File: src/rtl/mmg_pkg.sv
`default_nettype none
// ----------------------------------------------------------------------------
// mmg_pkg: shared definitions for the min-max gray normaliser
// Widths, register map, request codes and reset values used by all modules.
// ----------------------------------------------------------------------------
package mmg_pkg;

    // Default build parameters of the top level.
    localparam int MAX_PIXELS_DEF  = 16384;
    localparam int SAMPLE_BITS_DEF = 16;

    // Fraction bits of the fixed-point sample; 1.0 is 1 << FRAC_BITS.
    localparam int FRAC_BITS = 8;

    // Gray output.
    localparam int              GRAY_W   = 8;
    localparam logic [GRAY_W-1:0] GRAY_MAX = 8'd255;
    localparam logic [GRAY_W-1:0] GRAY_MIN = 8'd0;

    // Request codes.
    localparam logic REQ_LOAD  = 1'b0;
    localparam logic REQ_FETCH = 1'b1;

    // Configuration port.
    localparam int PADDR_W = 3;
    localparam int PDATA_W = 32;
    localparam int REG_IDX_W = 1;
    localparam logic [REG_IDX_W-1:0] REG_PIXEL_COUNT = 1'b0;

    // Pixel count register.
    localparam int                        PIXEL_COUNT_W     = 15;
    localparam logic [PIXEL_COUNT_W-1:0]  PIXEL_COUNT_RESET = 15'd16384;

endpackage : mmg_pkg
`default_nettype wire

File: src/rtl/mmg_cfg_regs.sv
`default_nettype none
// ----------------------------------------------------------------------------
// mmg_cfg_regs: configuration register bank
// Holds the pixel count register behind the APB-style port and derives the
// effective frame size, limited to the range one to MAX_PIXELS.
// ----------------------------------------------------------------------------
module mmg_cfg_regs #(
    parameter int MAX_PIXELS = mmg_pkg::MAX_PIXELS_DEF,
    parameter int SIZE_W     = 15
) (
    input  wire logic                          clk,
    input  wire logic                          rst_n,
    input  wire logic                          psel,
    input  wire logic                          penable,
    input  wire logic                          pwrite,
    input  wire logic [mmg_pkg::PADDR_W-1:0]   paddr,
    input  wire logic [mmg_pkg::PDATA_W-1:0]   pwdata,
    output logic      [mmg_pkg::PDATA_W-1:0]   prdata,
    output logic                               pready,
    output logic      [SIZE_W-1:0]             frame_size
);

    localparam logic [SIZE_W-1:0] SIZE_MAX = SIZE_W'(MAX_PIXELS);
    localparam logic [SIZE_W-1:0] SIZE_ONE = SIZE_W'(1);

    logic [mmg_pkg::PIXEL_COUNT_W-1:0] pixel_count_reg;
    logic [mmg_pkg::PIXEL_COUNT_W-1:0] pixel_count_next;
    logic [mmg_pkg::REG_IDX_W-1:0]     reg_idx;
    logic [SIZE_W-1:0]                 pc_ext;

    assign pready  = 1'b1;
    assign reg_idx = paddr[mmg_pkg::PADDR_W-1:2];

    always_comb
    begin
        pixel_count_next = pixel_count_reg;
        if (psel && penable && pwrite && (reg_idx == mmg_pkg::REG_PIXEL_COUNT))
        begin
            pixel_count_next = pwdata[mmg_pkg::PIXEL_COUNT_W-1:0];
        end
    end

    always_ff @(posedge clk or negedge rst_n)
    begin
        if (!rst_n)
        begin
            pixel_count_reg <= mmg_pkg::PIXEL_COUNT_RESET;
        end
        else
        begin
            pixel_count_reg <= pixel_count_next;
        end
    end

    always_comb
    begin
        prdata = '0;
        if (reg_idx == mmg_pkg::REG_PIXEL_COUNT)
        begin
            prdata = mmg_pkg::PDATA_W'(pixel_count_reg);
        end
    end

    // A count of zero behaves as one pixel; anything above the store size
    // is held to the store size.
    always_comb
    begin
        pc_ext = SIZE_W'(pixel_count_reg);
        if (pc_ext == '0)
        begin
            frame_size = SIZE_ONE;
        end
        else if (pc_ext > SIZE_MAX)
        begin
            frame_size = SIZE_MAX;
        end
        else
        begin
            frame_size = pc_ext;
        end
    end

endmodule : mmg_cfg_regs
`default_nettype wire

File: config.mk
export PLATFORM = sky130hd
export DESIGN_NAME = mmg_cfg_regs
export DESIGN_NICKNAME = d
export VERILOG_FILES = /design/src/rtl/mmg_pkg.sv /design/src/rtl/mmg_cfg_regs.sv
export SDC_FILE = /design/constraint.sdc
export NUM_CORES = 1
export LEC_CHECK = 0
export ABC_AREA = 1
export ABC_CLOCK_PERIOD_IN_PS = 2900
export BUFFER_PORTS_ARGS = -buffer_cell sky130_fd_sc_hd__clkbuf_2
export CORE_MARGIN = 10
export CORE_UTILIZATION = 41
export CTS_CLUSTER_SIZE = 30
export DETAILED_ROUTE_END_ITERATION = 10
export GPL_TIMING_DRIVEN = 0
export PLACE_DENSITY = 0.85
export SKIP_LAST_GASP = 1
export SLEW_MARGIN = 20
export SYNTH_ARGS = -nofsm -noshare
export SYNTH_HDL_FRONTEND = slang
export SYNTH_SLANG_ARGS = --single-unit
File: constraint.sdc
create_clock -name clk -period 2.9 [get_ports clk]
set_input_delay 0.58 -clock clk [delete_from_list [all_inputs] [get_ports clk]]
set_output_delay 0.58 -clock clk [all_outputs]
set_load 0.01 [all_outputs]
==> out/qor.yml <==
drtAntennaViolNets: 0
criticalPathCategory: "flop to output port"
netlist_area_um2: 1040
crit_fanout: 10
drt_iter0_markers: 53
final_cell_mix: "clkbuf_2 (49), nor2_1 (41), buf_4 (19)"
cts_root_buffer: "clkbuf_4"
cts_buffer_depth: 2
cap_viol_max_count: 0
syn_avg_cell_area_um2: 7.10
finalSetupViolations: 0
cts.clk_slew.worst_paths_ps: 90
n_fill_cell: 236
design.die.area_um2: 4960
synth_fa_ha_area_share_pct: 0
start_kind: "flop"
rsz0062_at_grt: "no"
power_uw: 692
wl_per_cell_um: 12.3
slew_violations: 0
synthMuxAreaShare_pct: 0
leakagePower_nw: 0.824
synth_xor_area_share_pct: 0
ctsResizeCount: 0
nets: 257
coreArea_um2: 2450
worstRegToRegCells: 2
grt_pass1_wl_um: 4940
htreeDepth: 1
syn2layout_area_growth_pct: 35.4
io_buffer_count: 49
worst_path_max_delay_cell: "dfrtp_1"
outcome: "complete, no violations"
hold_path_class: "primary input to async pin"
peakVddDrop_mv: 0.322
finalSetupTns_ps: 0
clock-sinks: 15
grt_pass1_vias: 1087
yosysTopAreaCell: "dfrtp_1"
crit_family: "simple AND/OR/NAND/NOR gates"
required_ps: 2320
path_cells: "nor2_2, nand2_1, nor2_1, nand2_2, buf_6, a21oi_2, clkbuf_2"
ys_seq_elements: 15
drc: 0
grt.total_usage_pct: 11.8
synth-compound-area-share_pct: 17.0
die_y_um: 70.5
skew_ps: 0
grt_start_max_net_pins: 16
max_freq_mhz: 471
synth-simple-area-share_pct: 22.3
synth_top_family_by_area: "buffers and inverters"
finalCritPeriodShare_pct: 73.2
cp-end-kind: "output port"
whs_ps: 206
synth_area_leaders: "dfrtp_1 (34%), nor2_1 (15%), buf_4 (14%)"
io_pins: 88
dpl.hpwl_um: 2510
final_common_cell: "clkbuf_2"
largest_reg_flops: 15
critical_path_depth: 7
finalHoldViolCount: 0
gp_congestion: 0.850
synth_warnings: 0
max_stage_delay_ps: 400
vias_per_cell: 4.26
antenna_cells: 0
start_util_pct: 42.5
grt.overflow.total: 0
cts_buffers: 3
hold_buffers: 0
cts_tree: "done"
fin_crit_ps: 2120
drive_gt1_share_pct: 42.6
dr.pass1.iters: 4
antenna_found_initial: 0
syn_inst: 147
synth_top_area_share_pct: 33.6
ys_seq_area_share_pct: 36.1
path_buf_inv: 2
routed_wl_um: 3030
vias: 1047
post_cts_buffers: 0
power.density_cell_area_nw_per_um2: 490
rows: 18
yosysUniqueCellTypes: 15
die_w_um: 70.5
clk_latency_ps: 270
arrival_ps: 1540
==> worst paths after layout <==
kind	to	start	slack [ps]
worst min-delay path	pc_ext[3]	rst_n	210
worst max register to register	pc_ext[14]	pc_ext[14]	2020
max in group asynchronous	pc_ext[14]	rst_n	2380
worst max-delay path	frame_size[11]	pc_ext[5]	780
min in group clk	pc_ext[14]	pwdata[14]	520
worst min register to register	pc_ext[14]	pc_ext[14]	570
==> power by group <==
group          leakage, nW  internal (mW)  switching (mW)  total [mW]
clock               0.0150         0.0532          0.0631       0.116
sequential           0.160          0.250          0.0327       0.283
combinational        0.650          0.120           0.172       0.292
==> routing by layer <==
| layer | global-route usage [%] | up-vias | share of wire, % |
|---|---|---|---|
| li1 | - | 548 | - |
| met1 | 13.0 | 445 | 35 |
| met2 | 20.6 | 52 | 53 |
| met3 | 3.25 | 2 | 11 |
| met4 | 4.82 | 0 | 0.73 |
| met5 | 0 | - | 0 |
==> worst reg2reg max path, stage by stage, from the launching register on <==
cell	delay, ps
dfstp_2	590
inv_1	90
a21oi_1	130
==> cells by family after synthesis <==
group	after synthesis
AO/OA/AOI/OAI	28
buffers and inverters	44
flip-flops	15
other	2
AND/OR/NAND/NOR	58
==> cell usage after synthesis <==
library cell	number
nor2_1	41
buf_4	19
a21oi_1	18
inv_1	18
dfrtp_1	14
nand2_1	11
a21oi_2	10
buf_2	4
nor2_2	4
clkbuf_1	2
conb_1	2
buf_6	1
dfstp_2	1
nand2_2	1
nand4_1	1
==> per-stage QoR <==
stage	setup WS [ps]	utilization (%)	cells	instance area, um2
final	776	57.5	246	1410
after floorplan	1220	-	163	1100
after global placement	967	56.5	242	1390
after global routing	694	57.5	246	1410
after detailed placement	948	56.5	242	1390
after CTS	775	57.5	246	1410
==> area by class of cell <==
class	instances	area [um2]	share of cell area, %
Multi-Input combinational cell	104	478	33.8
Clock buffer	4	26.3	1.86
Inverter	18	67.6	4.78
Timing Repair Buffer	49	245	17.4
Sequential cell	15	377	26.7
Tap cell	30	37.5	2.66
Buffer	26	181	12.8
Power figures use the tool's default switching activity.
