### src/rtl/mmg_pkg.sv
`default_nettype none
// ----------------------------------------------------------------------------
// mmg_pkg: shared definitions for the min-max gray normaliser
// Widths, register map, request codes and reset values used by all modules.
// ----------------------------------------------------------------------------
package mmg_pkg;

    // Default build parameters of the top level.
    localparam int MAX_PIXELS_DEF  = 16384;
    localparam int SAMPLE_BITS_DEF = 16;

    // Fraction bits of the fixed-point sample; 1.0 is 1 << FRAC_BITS.
    localparam int FRAC_BITS = 8;

    // Gray output.
    localparam int              GRAY_W   = 8;
    localparam logic [GRAY_W-1:0] GRAY_MAX = 8'd255;
    localparam logic [GRAY_W-1:0] GRAY_MIN = 8'd0;

    // Request codes.
    localparam logic REQ_LOAD  = 1'b0;
    localparam logic REQ_FETCH = 1'b1;

    // Configuration port.
    localparam int PADDR_W = 3;
    localparam int PDATA_W = 32;
    localparam int REG_IDX_W = 1;
    localparam logic [REG_IDX_W-1:0] REG_PIXEL_COUNT = 1'b0;

    // Pixel count register.
    localparam int                        PIXEL_COUNT_W     = 15;
    localparam logic [PIXEL_COUNT_W-1:0]  PIXEL_COUNT_RESET = 15'd16384;

endpackage : mmg_pkg
`default_nettype wire

### src/rtl/mmg_serial_div.sv
`default_nettype none
// ----------------------------------------------------------------------------
// mmg_serial_div: bit-serial restoring divider
// Produces an 8-bit quotient, one bit per cycle, for a numerator known to
// be below 256 times the divisor. The low numerator bits shift in serially.
// ----------------------------------------------------------------------------
module mmg_serial_div #(
    parameter int DW = 18
) (
    input  wire logic                          clk,
    input  wire logic                          rst_n,
    input  wire logic                          start,
    input  wire logic [DW+mmg_pkg::GRAY_W-1:0] num,
    input  wire logic [DW-1:0]                 den,
    output logic                               done,
    output logic      [mmg_pkg::GRAY_W-1:0]    quot
);

    localparam int GW = mmg_pkg::GRAY_W;
    localparam int CW = $clog2(GW);
    localparam logic [CW-1:0] LAST_STEP = CW'(GW - 1);

    logic          busy_reg,  busy_next;
    logic          done_reg,  done_next;
    logic [CW-1:0] cnt_reg,   cnt_next;
    logic [DW-1:0] den_reg,   den_next;
    logic [DW-1:0] rem_reg,   rem_next;
    logic [GW-1:0] low_reg,   low_next;
    logic [GW-1:0] quot_reg,  quot_next;
    logic [DW:0]   trial;
    logic [DW:0]   diff;
    logic          ge;

    // One restoring step: bring down the next numerator bit and subtract
    // the divisor where it fits.
    assign trial = {rem_reg, low_reg[GW-1]};
    assign ge    = trial >= {1'b0, den_reg};
    assign diff  = trial - {1'b0, den_reg};

    always_comb
    begin
        busy_next = busy_reg;
        done_next = 1'b0;
        cnt_next  = cnt_reg;
        den_next  = den_reg;
        rem_next  = rem_reg;
        low_next  = low_reg;
        quot_next = quot_reg;
        if (start)
        begin
            busy_next = 1'b1;
            cnt_next  = '0;
            den_next  = den;
            rem_next  = num[DW+GW-1:GW];
            low_next  = num[GW-1:0];
        end
        else if (busy_reg)
        begin
            rem_next  = ge ? diff[DW-1:0] : trial[DW-1:0];
            low_next  = {low_reg[GW-2:0], 1'b0};
            quot_next = {quot_reg[GW-2:0], ge};
            cnt_next  = cnt_reg + CW'(1);
            if (cnt_reg == LAST_STEP)
            begin
                busy_next = 1'b0;
                done_next = 1'b1;
            end
        end
    end

    always_ff @(posedge clk or negedge rst_n)
    begin
        if (!rst_n)
        begin
            busy_reg <= 1'b0;
            done_reg <= 1'b0;
            cnt_reg  <= '0;
        end
        else
        begin
            busy_reg <= busy_next;
            done_reg <= done_next;
            cnt_reg  <= cnt_next;
        end
    end

    always_ff @(posedge clk)
    begin
        den_reg  <= den_next;
        rem_reg  <= rem_next;
        low_reg  <= low_next;
        quot_reg <= quot_next;
    end

    assign done = done_reg;
    assign quot = quot_reg;

endmodule : mmg_serial_div
`default_nettype wire

### config.mk
export PLATFORM = sky130hd
export DESIGN_NAME = mmg_serial_div
export DESIGN_NICKNAME = d
export VERILOG_FILES = /design/src/rtl/mmg_pkg.sv /design/src/rtl/mmg_serial_div.sv
export SDC_FILE = /design/constraint.sdc
export NUM_CORES = 1
export LEC_CHECK = 0
export BUFFER_PORTS_ARGS = -buffer_cell sky130_fd_sc_hd__buf_2
export CORE_ASPECT_RATIO = 1.75
export CORE_MARGIN = 2
export CORE_UTILIZATION = 58
export CTS_BUF_LIST = sky130_fd_sc_hd__clkbuf_8
export DETAILED_ROUTE_END_ITERATION = 8
export PLACE_DENSITY = 0.79
export SLEW_MARGIN = 20
export SYNTH_ARGS = -nofsm -noshare
export SYNTH_HDL_FRONTEND = slang
export SYNTH_SLANG_ARGS = --single-unit
### constraint.sdc
create_clock -name clk -period 3.4 [get_ports clk]
set_input_delay 0.34 -clock clk [delete_from_list [all_inputs] [get_ports clk]]
set_output_delay 0.34 -clock clk [all_outputs]
set_load 0.005 [all_outputs]
==> results of run 1 <==
## layout make-up
class                           instances  area [sq um]
Sequential cell                        57          1690
Fill cell                             435          1690
Multi-Input combinational cell        189          1450
Timing Repair Buffer                   58           313
Clock buffer                            9           124
Tap cell                               76          95.1
Inverter                               23          86.3
Clock inverter                          7          53.8
## critical path: cells and delay by family (launching register included)
family,cells,cell delay (ns)
AO/OA/AOI/OAI,5,1.32
flip-flops,1,0.40
adder cells (fa/ha/maj),1,0.38
buffers and inverters,1,0.36
AND/OR/NAND/NOR,2,0.22
## path summary, 6_finish.rpt
kind                                       from                    end  slack (ns)
hold reg to reg               quot[1]$_DFFE_PP_      quot[2]$_DFFE_PP_        0.44
setup / recovery           rem_reg[7]$_DFFE_PP_  rem_reg[16]$_DFFE_PP_        0.46
hold / removal                          den[11]  den_reg[11]$_DFFE_PP_        0.17
max in group asynchronous                 rst_n     busy_reg$_DFF_PN0_        2.90
setup reg to reg           rem_reg[7]$_DFFE_PP_  rem_reg[16]$_DFFE_PP_        0.46
min in group asynchronous                 rst_n         done$_DFF_PN0_        0.37
## cells in the final DEF (no fill, tap or decap), types with 4 or more instances in the layout
master                      n
sky130_fd_sc_hd__edfxtp_1  52
sky130_fd_sc_hd__nor3_1     4
sky130_fd_sc_hd__xnor2_1    6
sky130_fd_sc_hd__nand2b_1   4
sky130_fd_sc_hd__nand2_1   20
sky130_fd_sc_hd__ha_1      20
sky130_fd_sc_hd__a21oi_1   19
sky130_fd_sc_hd__a21oi_2    4
sky130_fd_sc_hd__and3b_1    4
sky130_fd_sc_hd__buf_2     55
sky130_fd_sc_hd__dfrtp_1    5
sky130_fd_sc_hd__inv_1     25
sky130_fd_sc_hd__clkbuf_8   9
sky130_fd_sc_hd__o21ai_0    6
sky130_fd_sc_hd__a221o_1    7
sky130_fd_sc_hd__xor2_1     8
sky130_fd_sc_hd__nand3b_1   6
sky130_fd_sc_hd__nor2b_1    8
sky130_fd_sc_hd__mux2i_1    4
sky130_fd_sc_hd__nor2_1    10
sky130_fd_sc_hd__a21o_1     4
sky130_fd_sc_hd__o311ai_1   5
sky130_fd_sc_hd__nand4_1    7
sky130_fd_sc_hd__mux2_2    11
## synthesized netlist by cell type (all sizes together)
cell | n | area [sq um]
a21o | 4 | 30.0
a41oi | 1 | 8.76
nor4 | 2 | 12.5
mux2i | 4 | 40.0
and3b | 4 | 35.0
and2 | 3 | 18.8
and3 | 1 | 6.26
inv | 23 | 86.3
nand4 | 7 | 43.8
edfxtp | 52 | 1560
a2111o | 1 | 11.3
o21ai | 8 | 43.8
nand3 | 2 | 10.0
nand2b | 4 | 25.0
a211oi | 1 | 7.51
a221o | 7 | 70.1
a21oi | 24 | 146
mux2 | 11 | 124
or3 | 1 | 6.26
a21boi | 1 | 7.51
fa | 1 | 20.0
o311ai | 5 | 43.8
nand3b | 6 | 45.0
clkbuf | 8 | 30.0
o221ai | 1 | 8.76
xor2 | 8 | 70.1
or2 | 1 | 6.26
o211ai | 4 | 35.0
and4 | 1 | 8.76
nor3 | 4 | 20.0
nor2 | 11 | 43.8
dfrtp | 5 | 125
or4 | 2 | 15.0
xnor2 | 6 | 52.6
a311oi | 1 | 15.0
nand2 | 20 | 75.1
o311a | 1 | 10.0
nor2b | 9 | 58.8
a31oi | 1 | 6.26
ha | 20 | 250
buf | 6 | 38.8
o21bai | 1 | 7.51
## where the power goes
part           total, uW  switching (uW)  leakage [uW]  internal, uW
clock                576             252     0.0000981           323
combinational       1420             816      0.000957           603
sequential          1050            79.4      0.000597           970
total               3040            1150       0.00165          1900
## cells by family after synthesis
kind of cell / after synthesis / synth area share
and+or+nand+nor: 78 / 0.131
DFF: 57 / 0.514
buffers and inverters: 37 / 0.0473
AOI/OAI and AO/OA: 61 / 0.138
adders and majority gates: 21 / 0.0824
xor gates and xnor gates: 14 / 0.0374
muxes: 15 / 0.0500
## routing by layer
layer | up-vias | share of wire
met1 | 1112 | 0.37
met5 | - | 0
li1 | 1171 | -
met2 | 67 | 0.54
met3 | 20 | 0.045
met4 | 0 | 0.040
## through the flow
| step | utilization | cell area (sq um) |
|---|---|---|
| finish | 0.693 | 3810 |
| global route | 0.693 | 3810 |
| CTS | 0.693 | 3810 |
| detailed placement | 0.659 | 3620 |
| global placement | 0.659 | 3620 |
| floorplan | - | 3280 |
## repair_timing
item / CTS / global route
hold buffers: 1 / 0
endpoints found under the hold margin: 5 / 0
resized for setup: 0 / 0
==> impl_summary.txt, run 1 <==
----------------------------------------------------
[Clock tree]
  Buffers from clock root to sink, at most ... 2
  Maximum level of the CTS H-tree ... 3
  Clk_lat worst skew ... 0.34 ns
  Post-CTS Setup Repair Bufs ... 0
  TritonCTS Sinks ... 57
  CTS tree ... yes
  Number of buffers added by the clock tree synthesis step ... 9
  Clock-pin transition on the worst setup and hold timing paths ... roughly 0.060 ns
  Root buffer cell ... sky130_fd_sc_hd__clkbuf_8

[Final layout]
  Non-Filler Instances ... 419
  Final Net Count ... between 400 and 500
  Layout overhead on the synthesized area ... 16.1%
  Antenna cell count ... 0
  Fraction of final layout cells with drive strength greater than 1 ... 0.262

[Timing]
  Worst setup slack after layout ... between 0.4 and 0.5 ns
  Post-route fraction of the period consumed by the critical path ... 0.865
  Slew at the pin with the worst max-slew slack ... ~0.76 ns
  Slew margin rel. ... 0.491
  Hold slack ... between 0.15 and 0.2 ns
  Number of hold violations in the final report ... 0
  Maximum frequency from static timing analysis ... 340 MHz
  Time the final worst path needs with I/O delays and setup ... ~2.9 ns
  Final clock skew ... 0.00701 ns
  Total Neg Setup Slack ... 0 ns
  Final slew viol count ... 0
  Setup repair after global routing missed its margin ... false
  Final-report setup violation count ... 0

[Worst setup path]
  Maximum cell stage delay along the critical path ... 0.57 ns
  Class of the most critical setup path ... reg2reg
  Critical Path Most Common Cell ... sky130_fd_sc_hd__a21oi_2
  Critical path startpoint category ... flip-flop
  Maximum fanout encountered on the critical timing path ... 20
  Worst endpoint required time ... 3.49 ns
  List of cells traversed by the critical path ... ha_1 -> a21oi_2 -> o21bai_1 -> a21oi_2 -> nand2_1 -> a311oi_4 -> buf_4 -> nor2_2 -> a221o_1
  Cell with the largest stage delay on the worst path ... sky130_fd_sc_hd__a311oi_4
  Critical path data arrival time ... 3.04 ns
  Worst setup EP type ... flip-flop
  Worst r2r path cells ... 9

[Power]
  Power per cell area ... 799 nW/um^2
  Max VDD drop ... 381 uV
  Overall power of the completed layout ... 3040 uW
  Leakage power total ... between 0.0015 and 0.002 uW

[Synthesis]
  Average cell area after synthesis ... between 10 and 15 sq um
  Syn. warnings ... 0
  Share of the yosys chip area belonging to registers ... 0.514
  Number of instances in the synthesized netlist ... 283
  Total of flip-flops plus latches after synthesis ... 57
  Cell area after technology mapping ... roughly 3300 sq um
  Post-synthesis cell type count ... 51
  Synthesized Nets ... 351

[Route]
  Post-route ant nets ... 0
  TritonRoute pass-1 iters ... 5
  Iter 0 DRT Violations ... 74
  Detailed-route vias per instance ... around 5.7
  Post-detailed-route wirelength per cell ... 15.4 um
  Routed vias ... 2,370
  Final routed DRC violation total ... 0
  Detailed Route WL ... about 6400 um

[Global route]
  Met1 track utilization from global routing ... 0.235
  Grt peak-use layer ... met2
  Total congestion overflow after global routing ... 0
  GR Util All Layers ... 0.229
  Wire length of the first global-routing pass ... 10,300 um
  Initial antenna violation count ... 0
  Global routing met3 resource utilization ... 0.0572
  GR Util met2 ... 0.396
  Via count of the first global-routing pass ... 2,357
  Maximum number of pins on one net before global-route repair ... 40

[Placement]
  Placed cell count ... ~400
  Sum of net half-perimeters after detailed placement ... 4730 um
  Worst setup slack after placement ... 0.478 ns
  Last weighted congestion value of the routability-driven placer ... 0.898
  Buffers on Ports ... 55

[Min path]
  Depth of the worst hold-timing path ... 1
  Worst min path class ... in2reg

[Floorplan]
  Number of I/O pins ... between 50 and 60
  Die area ... 6300 sq um
  Placement row count ... 36
  Die width ... 60.9 um
  Starting Density ... 0.597
  Core area ... 5500 sq um
  Overall die height ... 103 um

[Status]
  Result of the run ... completed

[Flow run]
  Reported max-cap violation count ... 0

----------------------------------------------------
No activity file was read; power rests on OpenSTA's default activity.
==> run 2: changes to the inputs <==
CORE_UTILIZATION = 55   (was 58)
PLACE_DENSITY = 0.75   (was 0.79)
==> run 2 against run 1 <==
Routed wire length down 2.3%. Die area up 5.2%. Clock-buffer cell count unchanged. Setup slack better by 0.10 ns. Clock power up 4.2%. Final cell count up 0.95%. First-iteration DRC count up 16%. Critical path type unchanged. Critical endpoint is now rem_reg[7]$_DFFE_PP_.
==> impl_summary.txt, run 2 (synthesized netlist as in run 1, its figures left out) <==
----------------------------------------------------
[Status]
  Result of the run ... completed

[Placement]
  Buffers on Ports ... 55 (unchanged)
  Placed cell count ... 406 (+1.0%)
  Sum of net half-perimeters after detailed placement ... 4650 um (-1.7%)
  Last weighted congestion value of the routability-driven placer ... 0.917 (+2.1%)

[Final layout]
  Fraction of final layout cells with drive strength greater than 1 ... 0.278 (+0.0159)
  Antenna cell count ... 0 (unchanged)
  Number of fill cells ... 487 (+12%)
  Commonest cells after routing, fill and taps aside ... 55 x sky130_fd_sc_hd__buf_2, 52 x sky130_fd_sc_hd__edfxtp_1, 23 x sky130_fd_sc_hd__inv_1
  Utilization of the core after routing ... 0.655 (-0.0380)
  Non-Filler Instances ... 423 (+0.95%)
  Most common cell after layout, fill and taps aside ... sky130_fd_sc_hd__buf_2
  Layout overhead on the synthesized area ... 16.5%
  Final Net Count ... 408 (+0.49%)

[Timing]
  Hold slack ... 0.160 ns (-0.00567 ns)
  Time the final worst path needs with I/O delays and setup ... 2.84 ns (-0.102 ns)
  Post-route fraction of the period consumed by the critical path ... 0.836 (-0.0300)
  Number of hold violations in the final report ... 0 (unchanged)
  Final-report setup violation count ... 0 (unchanged)
  Total Neg Setup Slack ... 0 ns (unchanged)
  Final clock skew ... 0.00870 ns (+0.00169 ns)
  Maximum frequency from static timing analysis ... 352 MHz (+3.6%)
  Setup repair after global routing missed its margin ... false
  Final slew viol count ... 0 (unchanged)
  Slew at the pin with the worst max-slew slack ... 0.743 ns (-0.0192 ns)
  Slew margin rel. ... 0.503 (+0.0128)

[Floorplan]
  Core area ... 5830 sq um (+6.1%)
  Placement row count ... 37 (+2.8%)
  Die area ... 6620 sq um (+5.2%)
  Die width ... 62.4 um (+2.5%)
  Starting Density ... 0.562 (-0.0346)
  Number of I/O pins ... 56 (unchanged)
  Overall die height ... 106 um (+2.6%)

[Clock tree]
  TritonCTS Sinks ... 57 (unchanged)
  Maximum level of the CTS H-tree ... 3 (unchanged)
  Number of instances resized during post-cts repair ... 0 (unchanged)
  Number of buffers added by the clock tree synthesis step ... 9 (unchanged)
  Post-CTS Setup Repair Bufs ... 0 (unchanged)
  Clock-pin transition on the worst setup and hold timing paths ... 0.07 ns (about the same)
  CTS tree ... yes
  Root buffer cell ... sky130_fd_sc_hd__clkbuf_8
  Buffers from clock root to sink, at most ... 2 (unchanged)
  Clk_lat worst skew ... 0.35 ns (about the same)
  CTS Hold Buffers Added ... 1 (unchanged)

[Power]
  Relative contribution of the clock network to total power ... 0.197 (+0.008)
  Leakage power total ... 0.00166 uW (+0.20%)
  Internal power component ... 1910 uW (+0.71%)
  Power per cell area ... 799 nW/um^2 (about the same)
  Flop pwr share ... 0.342 (-0.003)
  Max VDD drop ... 456 uV (+20%)
  Sw Ratio ... 0.375 (-0.00257)
  Net Switching ... 1140 uW (-0.39%)
  Power share of the combinational group ... 0.461 (-0.005)

[Min path]
  Worst min-delay path startpoint ... den[14]
  Depth of the worst hold-timing path ... 1 (unchanged)
  End point of the worst hold path ... den_reg[14]$_DFFE_PP_
  Worst min path class ... in2reg

[Global route]
  GR Util All Layers ... 0.205 (-0.0242)
  Total congestion overflow after global routing ... 0 (unchanged)
  Initial antenna violation count ... 0 (unchanged)
  Via count of the first global-routing pass ... 2,363 (+0.25%)
  Maximum number of pins on one net before global-route repair ... 28 (-30%)
  Wire length of the first global-routing pass ... 10,400 um (+1.7%)

[Worst setup path]
  Reg2reg end ... rem_reg[7]$_DFFE_PP_
  Critical path data arrival time ... 2.94 ns (-0.10 ns)
  Maximum cell stage delay along the critical path ... 0.57 ns (about the same)
  Cell with the largest stage delay on the worst path ... sky130_fd_sc_hd__a311oi_4
  Worst r2r path cells ... 8 (-1)
  Worst setup EP type ... flip-flop
  Worst endpoint required time ... 3.50 ns (about the same)
  First element of the critical path ... rem_reg[7]$_DFFE_PP_
  Startpoint of the most critical register-to-register path ... rem_reg[7]$_DFFE_PP_
  Critical path startpoint category ... flip-flop
  List of cells traversed by the critical path ... ha_1 -> a21oi_2 -> o21bai_1 -> a21oi_2 -> nand2_1 -> a311oi_4 -> mux2_2 -> mux2_2
  R2R Setup Slk ... 0.56 ns (+0.10 ns)
  Maximum fanout encountered on the critical timing path ... 9 (-55%)
  Class of the most critical setup path ... reg2reg

[Route]
  Final routed DRC violation total ... 0 (unchanged)
  Routed vias ... 2,307 (-2.7%)
  Post-detailed-route wirelength per cell ... 14.9 um (-3.2%)
  Detailed Route WL ... 6300 um (-2.3%)
  Post-route ant nets ... 0 (unchanged)
  Iter 0 DRT Violations ... 86 (+16%)
  Detailed-route vias per instance ... 5.45 (-3.6%)
  TritonRoute pass-1 iters ... 4 (-1)

[Flow run]
  Reported max-cap violation count ... 0 (unchanged)

----------------------------------------------------
==> run 2: cell type report <==
type	count	area [sq um]	share of cell area
Multi-Input combinational cell	189	1450	0.380
Clock inverter	7	61.3	0.0160
Clock buffer	9	124	0.0324
Timing Repair Buffer	60	315	0.0825
Sequential cell	57	1690	0.441
Tap cell	78	97.6	0.0255
Inverter	23	86.3	0.0226
==> run 2: through the flow <==
step           area (sq um)  setup slack [ns]  total power, uW
2_1_floorplan          3280             0.987             2150
3_3_place_gp           3630             0.604             2430
3_5_place_dp           3630             0.563             2460
4_1_cts                3820             0.546             3060
5_1_grt                3820             0.441             3280
6_report               3820             0.559             3050
==> run 2: per-layer routing <==
metal,routed length [um],up-vias,GRT usage
met5,0,-,0
li1,-,1166,-
met2,3410,35,0.370
met4,157,0,0.100
met1,2510,1090,0.218
met3,230,16,0.0571
==> run 2: worst max-delay path by stage <==
stage / end / slack (ns) / depth (start not counted)
6_report: rem_reg[7]$_DFFE_PP_ / 0.56 / 8
3_5_place_dp: rem_reg[7]$_DFFE_PP_ / 0.56 / 8
5_1_grt: rem_reg[7]$_DFFE_PP_ / 0.44 / 8
4_1_cts: rem_reg[7]$_DFFE_PP_ / 0.55 / 8
2_1_floorplan: rem_reg[16]$_DFFE_PP_ / 0.99 / 9
3_3_place_gp: rem_reg[7]$_DFFE_PP_ / 0.60 / 8
==> run 2: power by group through the flow <==
stage	clock network (uW)	registers [uW]	logic, uW
finish	600	1040	1410
global route	646	1060	1570
CTS	611	1050	1410
detailed placement	0	1060	1400
global placement	0	1050	1380
floorplan	0	1030	1110
==> run 2: worst max-delay path: cells and delay by family (launching register included) <==
kind	cells	cell delay, ns
and+or+nand+nor	1	0.16
AOI/OAI and AO/OA	4	1.00
adders and majority gates	1	0.38
muxes	2	0.66
DFF	1	0.40
==> run 3: changes to the inputs <==
clock period = 2.7 ns   (was 3.4 ns; I/O delays follow)
==> run 3 against run 2 <==
Routed wire length up 4.8%. Final cell count up 3.5%. Total power up 36%. Die area unchanged. First-iteration DRC count up 29%. Sequential power up 27%. Final area up 4.0%. Clock power up 32%. Clock-buffer cell count up 2. Setup slack worse by 0.50 ns. Worst hold slack worse by 0.069 ns. Global-route usage up 1.2 points. Highest routed layer unchanged.
==> impl_summary.txt, run 3 (synthesized netlist as in run 1, its figures left out) <==
----------------------------------------------------
[Status]
  Result of the run ... completed

[Timing]
  Time the final worst path needs with I/O delays and setup ... 2.64 ns (-0.200 ns)
  Post-route fraction of the period consumed by the critical path ... 0.978 (+0.143)
  Total Neg Setup Slack ... 0 ns (unchanged)
  Final clock skew ... 0.00934 ns (+0.000643 ns)
  Slew at the pin with the worst max-slew slack ... 0.782 ns (+0.0383 ns)
  Maximum frequency from static timing analysis ... 379 MHz (+7.6%)
  Setup repair after global routing missed its margin ... false
  Number of hold violations in the final report ... 0 (unchanged)
  Slew margin rel. ... 0.478 (-0.0256)
  Final-report setup violation count ... 0 (unchanged)
  Final slew viol count ... 0 (unchanged)

[Global route]
  GR Util met2 ... 0.377 (+0.00699)
  Maximum number of pins on one net before global-route repair ... 30 (+7.1%)
  Via count of the first global-routing pass ... 2,430 (+2.8%)
  Total congestion overflow after global routing ... 0 (unchanged)
  Wire length of the first global-routing pass ... 10,800 um (+3.8%)
  Initial antenna violation count ... 0 (unchanged)
  GR Util All Layers ... 0.217 (+0.0121)
  Met1 track utilization from global routing ... 0.230 (+0.0115)
  Grt peak-use layer ... met2
  Global routing met3 resource utilization ... 0.0677 (+0.0106)

[Final layout]
  Area used by multi-input combinational logic ... 1470 sq um (+1.3%)
  Number of fill cells ... 487 (unchanged)
  Sequential Area ... 1690 sq um (unchanged)
  Utilization of the core after routing ... 0.681 (+0.0262)
  Final Net Count ... 423 (+3.7%)
  Layout overhead on the synthesized area ... 21.1%
  Commonest cells after routing, fill and taps aside ... 55 x sky130_fd_sc_hd__buf_2, 52 x sky130_fd_sc_hd__edfxtp_1, 25 x sky130_fd_sc_hd__inv_1
  Post-route standard cell area excluding fillers ... 3970 sq um (+4.0%)
  Fraction of final layout cells with drive strength greater than 1 ... 0.319 (+0.0412)
  Antenna cell count ... 0 (unchanged)
  Most common cell after layout, fill and taps aside ... sky130_fd_sc_hd__buf_2

[Floorplan]
  Die width ... 62.4 um (unchanged)
  Die area ... 6620 sq um (unchanged)
  Starting Density ... 0.562 (unchanged)
  Core area ... 5830 sq um (unchanged)
  Overall die height ... 106 um (unchanged)
  Number of I/O pins ... 56 (unchanged)
  Placement row count ... 37 (unchanged)

[Worst setup path]
  Critical path data arrival time ... 2.74 ns (-0.20 ns)
  Maximum fanout encountered on the critical timing path ... 4 (-5)
  Class of the most critical setup path ... reg2reg
  Critical path startpoint category ... flip-flop
  Worst setup EP type ... flip-flop
  Worst endpoint required time ... 2.80 ns (-0.70 ns)

[Power]
  Power per cell area ... 1040 nW/um^2 (+30%)
  Leakage power total ... 0.00174 uW (+5.4%)
  Overall power of the completed layout ... 4140 uW (+36%)
  Max VDD drop ... 560 uV (+23%)

[Route]
  Iter 0 DRT Violations ... 111 (+29%)
  Post-route ant nets ... 0 (unchanged)
  Final routed DRC violation total ... 0 (unchanged)
  Detailed Route WL ... 6610 um (+4.8%)
  Post-detailed-route wirelength per cell ... 15.1 um (+1.2%)
  Routed vias ... 2,392 (+3.7%)
  TritonRoute pass-1 iters ... 4 (unchanged)
  Detailed-route vias per instance ... 5.46 (+0.13%)

[Clock tree]
  Maximum level of the CTS H-tree ... 3 (unchanged)
  Buffers from clock root to sink, at most ... 2 (unchanged)
  Clk_lat worst skew ... 0.35 ns (about the same)
  Clock-pin transition on the worst setup and hold timing paths ... 0.07 ns (about the same)
  Number of buffers added by the clock tree synthesis step ... 9 (unchanged)
  Root buffer cell ... sky130_fd_sc_hd__clkbuf_8
  CTS tree ... yes
  TritonCTS Sinks ... 57 (unchanged)

[Min path]
  Worst min path class ... in2reg

[Placement]
  Post-Place Cell Area ... 3690 sq um (+1.9%)
  Buffers on Ports ... 55 (unchanged)
  Sum of net half-perimeters after detailed placement ... 4880 um (+4.9%)
  Last weighted congestion value of the routability-driven placer ... 0.867 (-5.5%)

[Flow run]
  Reported max-cap violation count ... 0 (unchanged)

----------------------------------------------------
run 3: repair_timing:
item,CTS,global route
hold buffers,1,0
endpoints found under the hold margin,5,0
buffers inserted,0,6
setup endpoints to repair,0,11
resized for setup,0,8
run 3: cell type report:
type | instances | share of cell area
clock inverter | 5 | 0.0120
clock buffer | 11 | 0.0381
timing repair buffer | 75 | 0.110
tap | 78 | 0.0246
sequential | 57 | 0.424
inverter | 23 | 0.0217
multi-input combinational | 189 | 0.370
run 3: critical path, stage by stage (launching register included):
cell                       delay, ns
sky130_fd_sc_hd__edfxtp_1       0.39
sky130_fd_sc_hd__ha_1           0.35
sky130_fd_sc_hd__a21oi_1        0.31
sky130_fd_sc_hd__o21ai_1        0.17
sky130_fd_sc_hd__nand4_1        0.12
sky130_fd_sc_hd__nand2_1        0.09
sky130_fd_sc_hd__a311oi_4       0.34
sky130_fd_sc_hd__mux2_2         0.38
sky130_fd_sc_hd__mux2_2         0.25
run 3: path summary, 6_finish.rpt:
kind	cells after the start	endpoint	startpoint	slack, ns
max in group asynchronous	2	cnt_reg[0]$_DFFE_PN0P_	rst_n	2.27
hold / removal	1	den_reg[14]$_DFFE_PP_	den[14]	0.09
hold reg to reg	0	quot[7]$_DFFE_PP_	quot[6]$_DFFE_PP_	0.45
min in group asynchronous	2	cnt_reg[2]$_DFFE_PN0P_	rst_n	0.30
setup / recovery	8	rem_reg[7]$_DFFE_PP_	rem_reg[11]$_DFFE_PP_	0.06
setup reg to reg	8	rem_reg[7]$_DFFE_PP_	rem_reg[11]$_DFFE_PP_	0.06
run 3: routing by layer:
metal	up-vias	routed length, um
met2	54	3540
met1	1118	2600
met3	20	234
li1	1200	-
met4	0	233
met5	-	0
run 3: power by group:
part | switching [uW] | leakage (uW) | total [uW] | internal (uW)
Combinational | 1080 | 0.00104 | 2030 | 952
Sequential | 96.3 | 0.000597 | 1320 | 1220
Clock | 326 | 0.000112 | 791 | 466
Total | 1500 | 0.00174 | 4140 | 2640
run 3: stage by stage:
stage,cells,hold WS [ns],setup WS (ns)
after global routing,438,0.0670,0.000167
after detailed placement,415,0.0899,0.00520
after CTS,432,0.0775,0.00119
after floorplan,283,-0.0256,0.287
final,438,0.0916,0.0590
after global placement,415,0.0867,0.0179
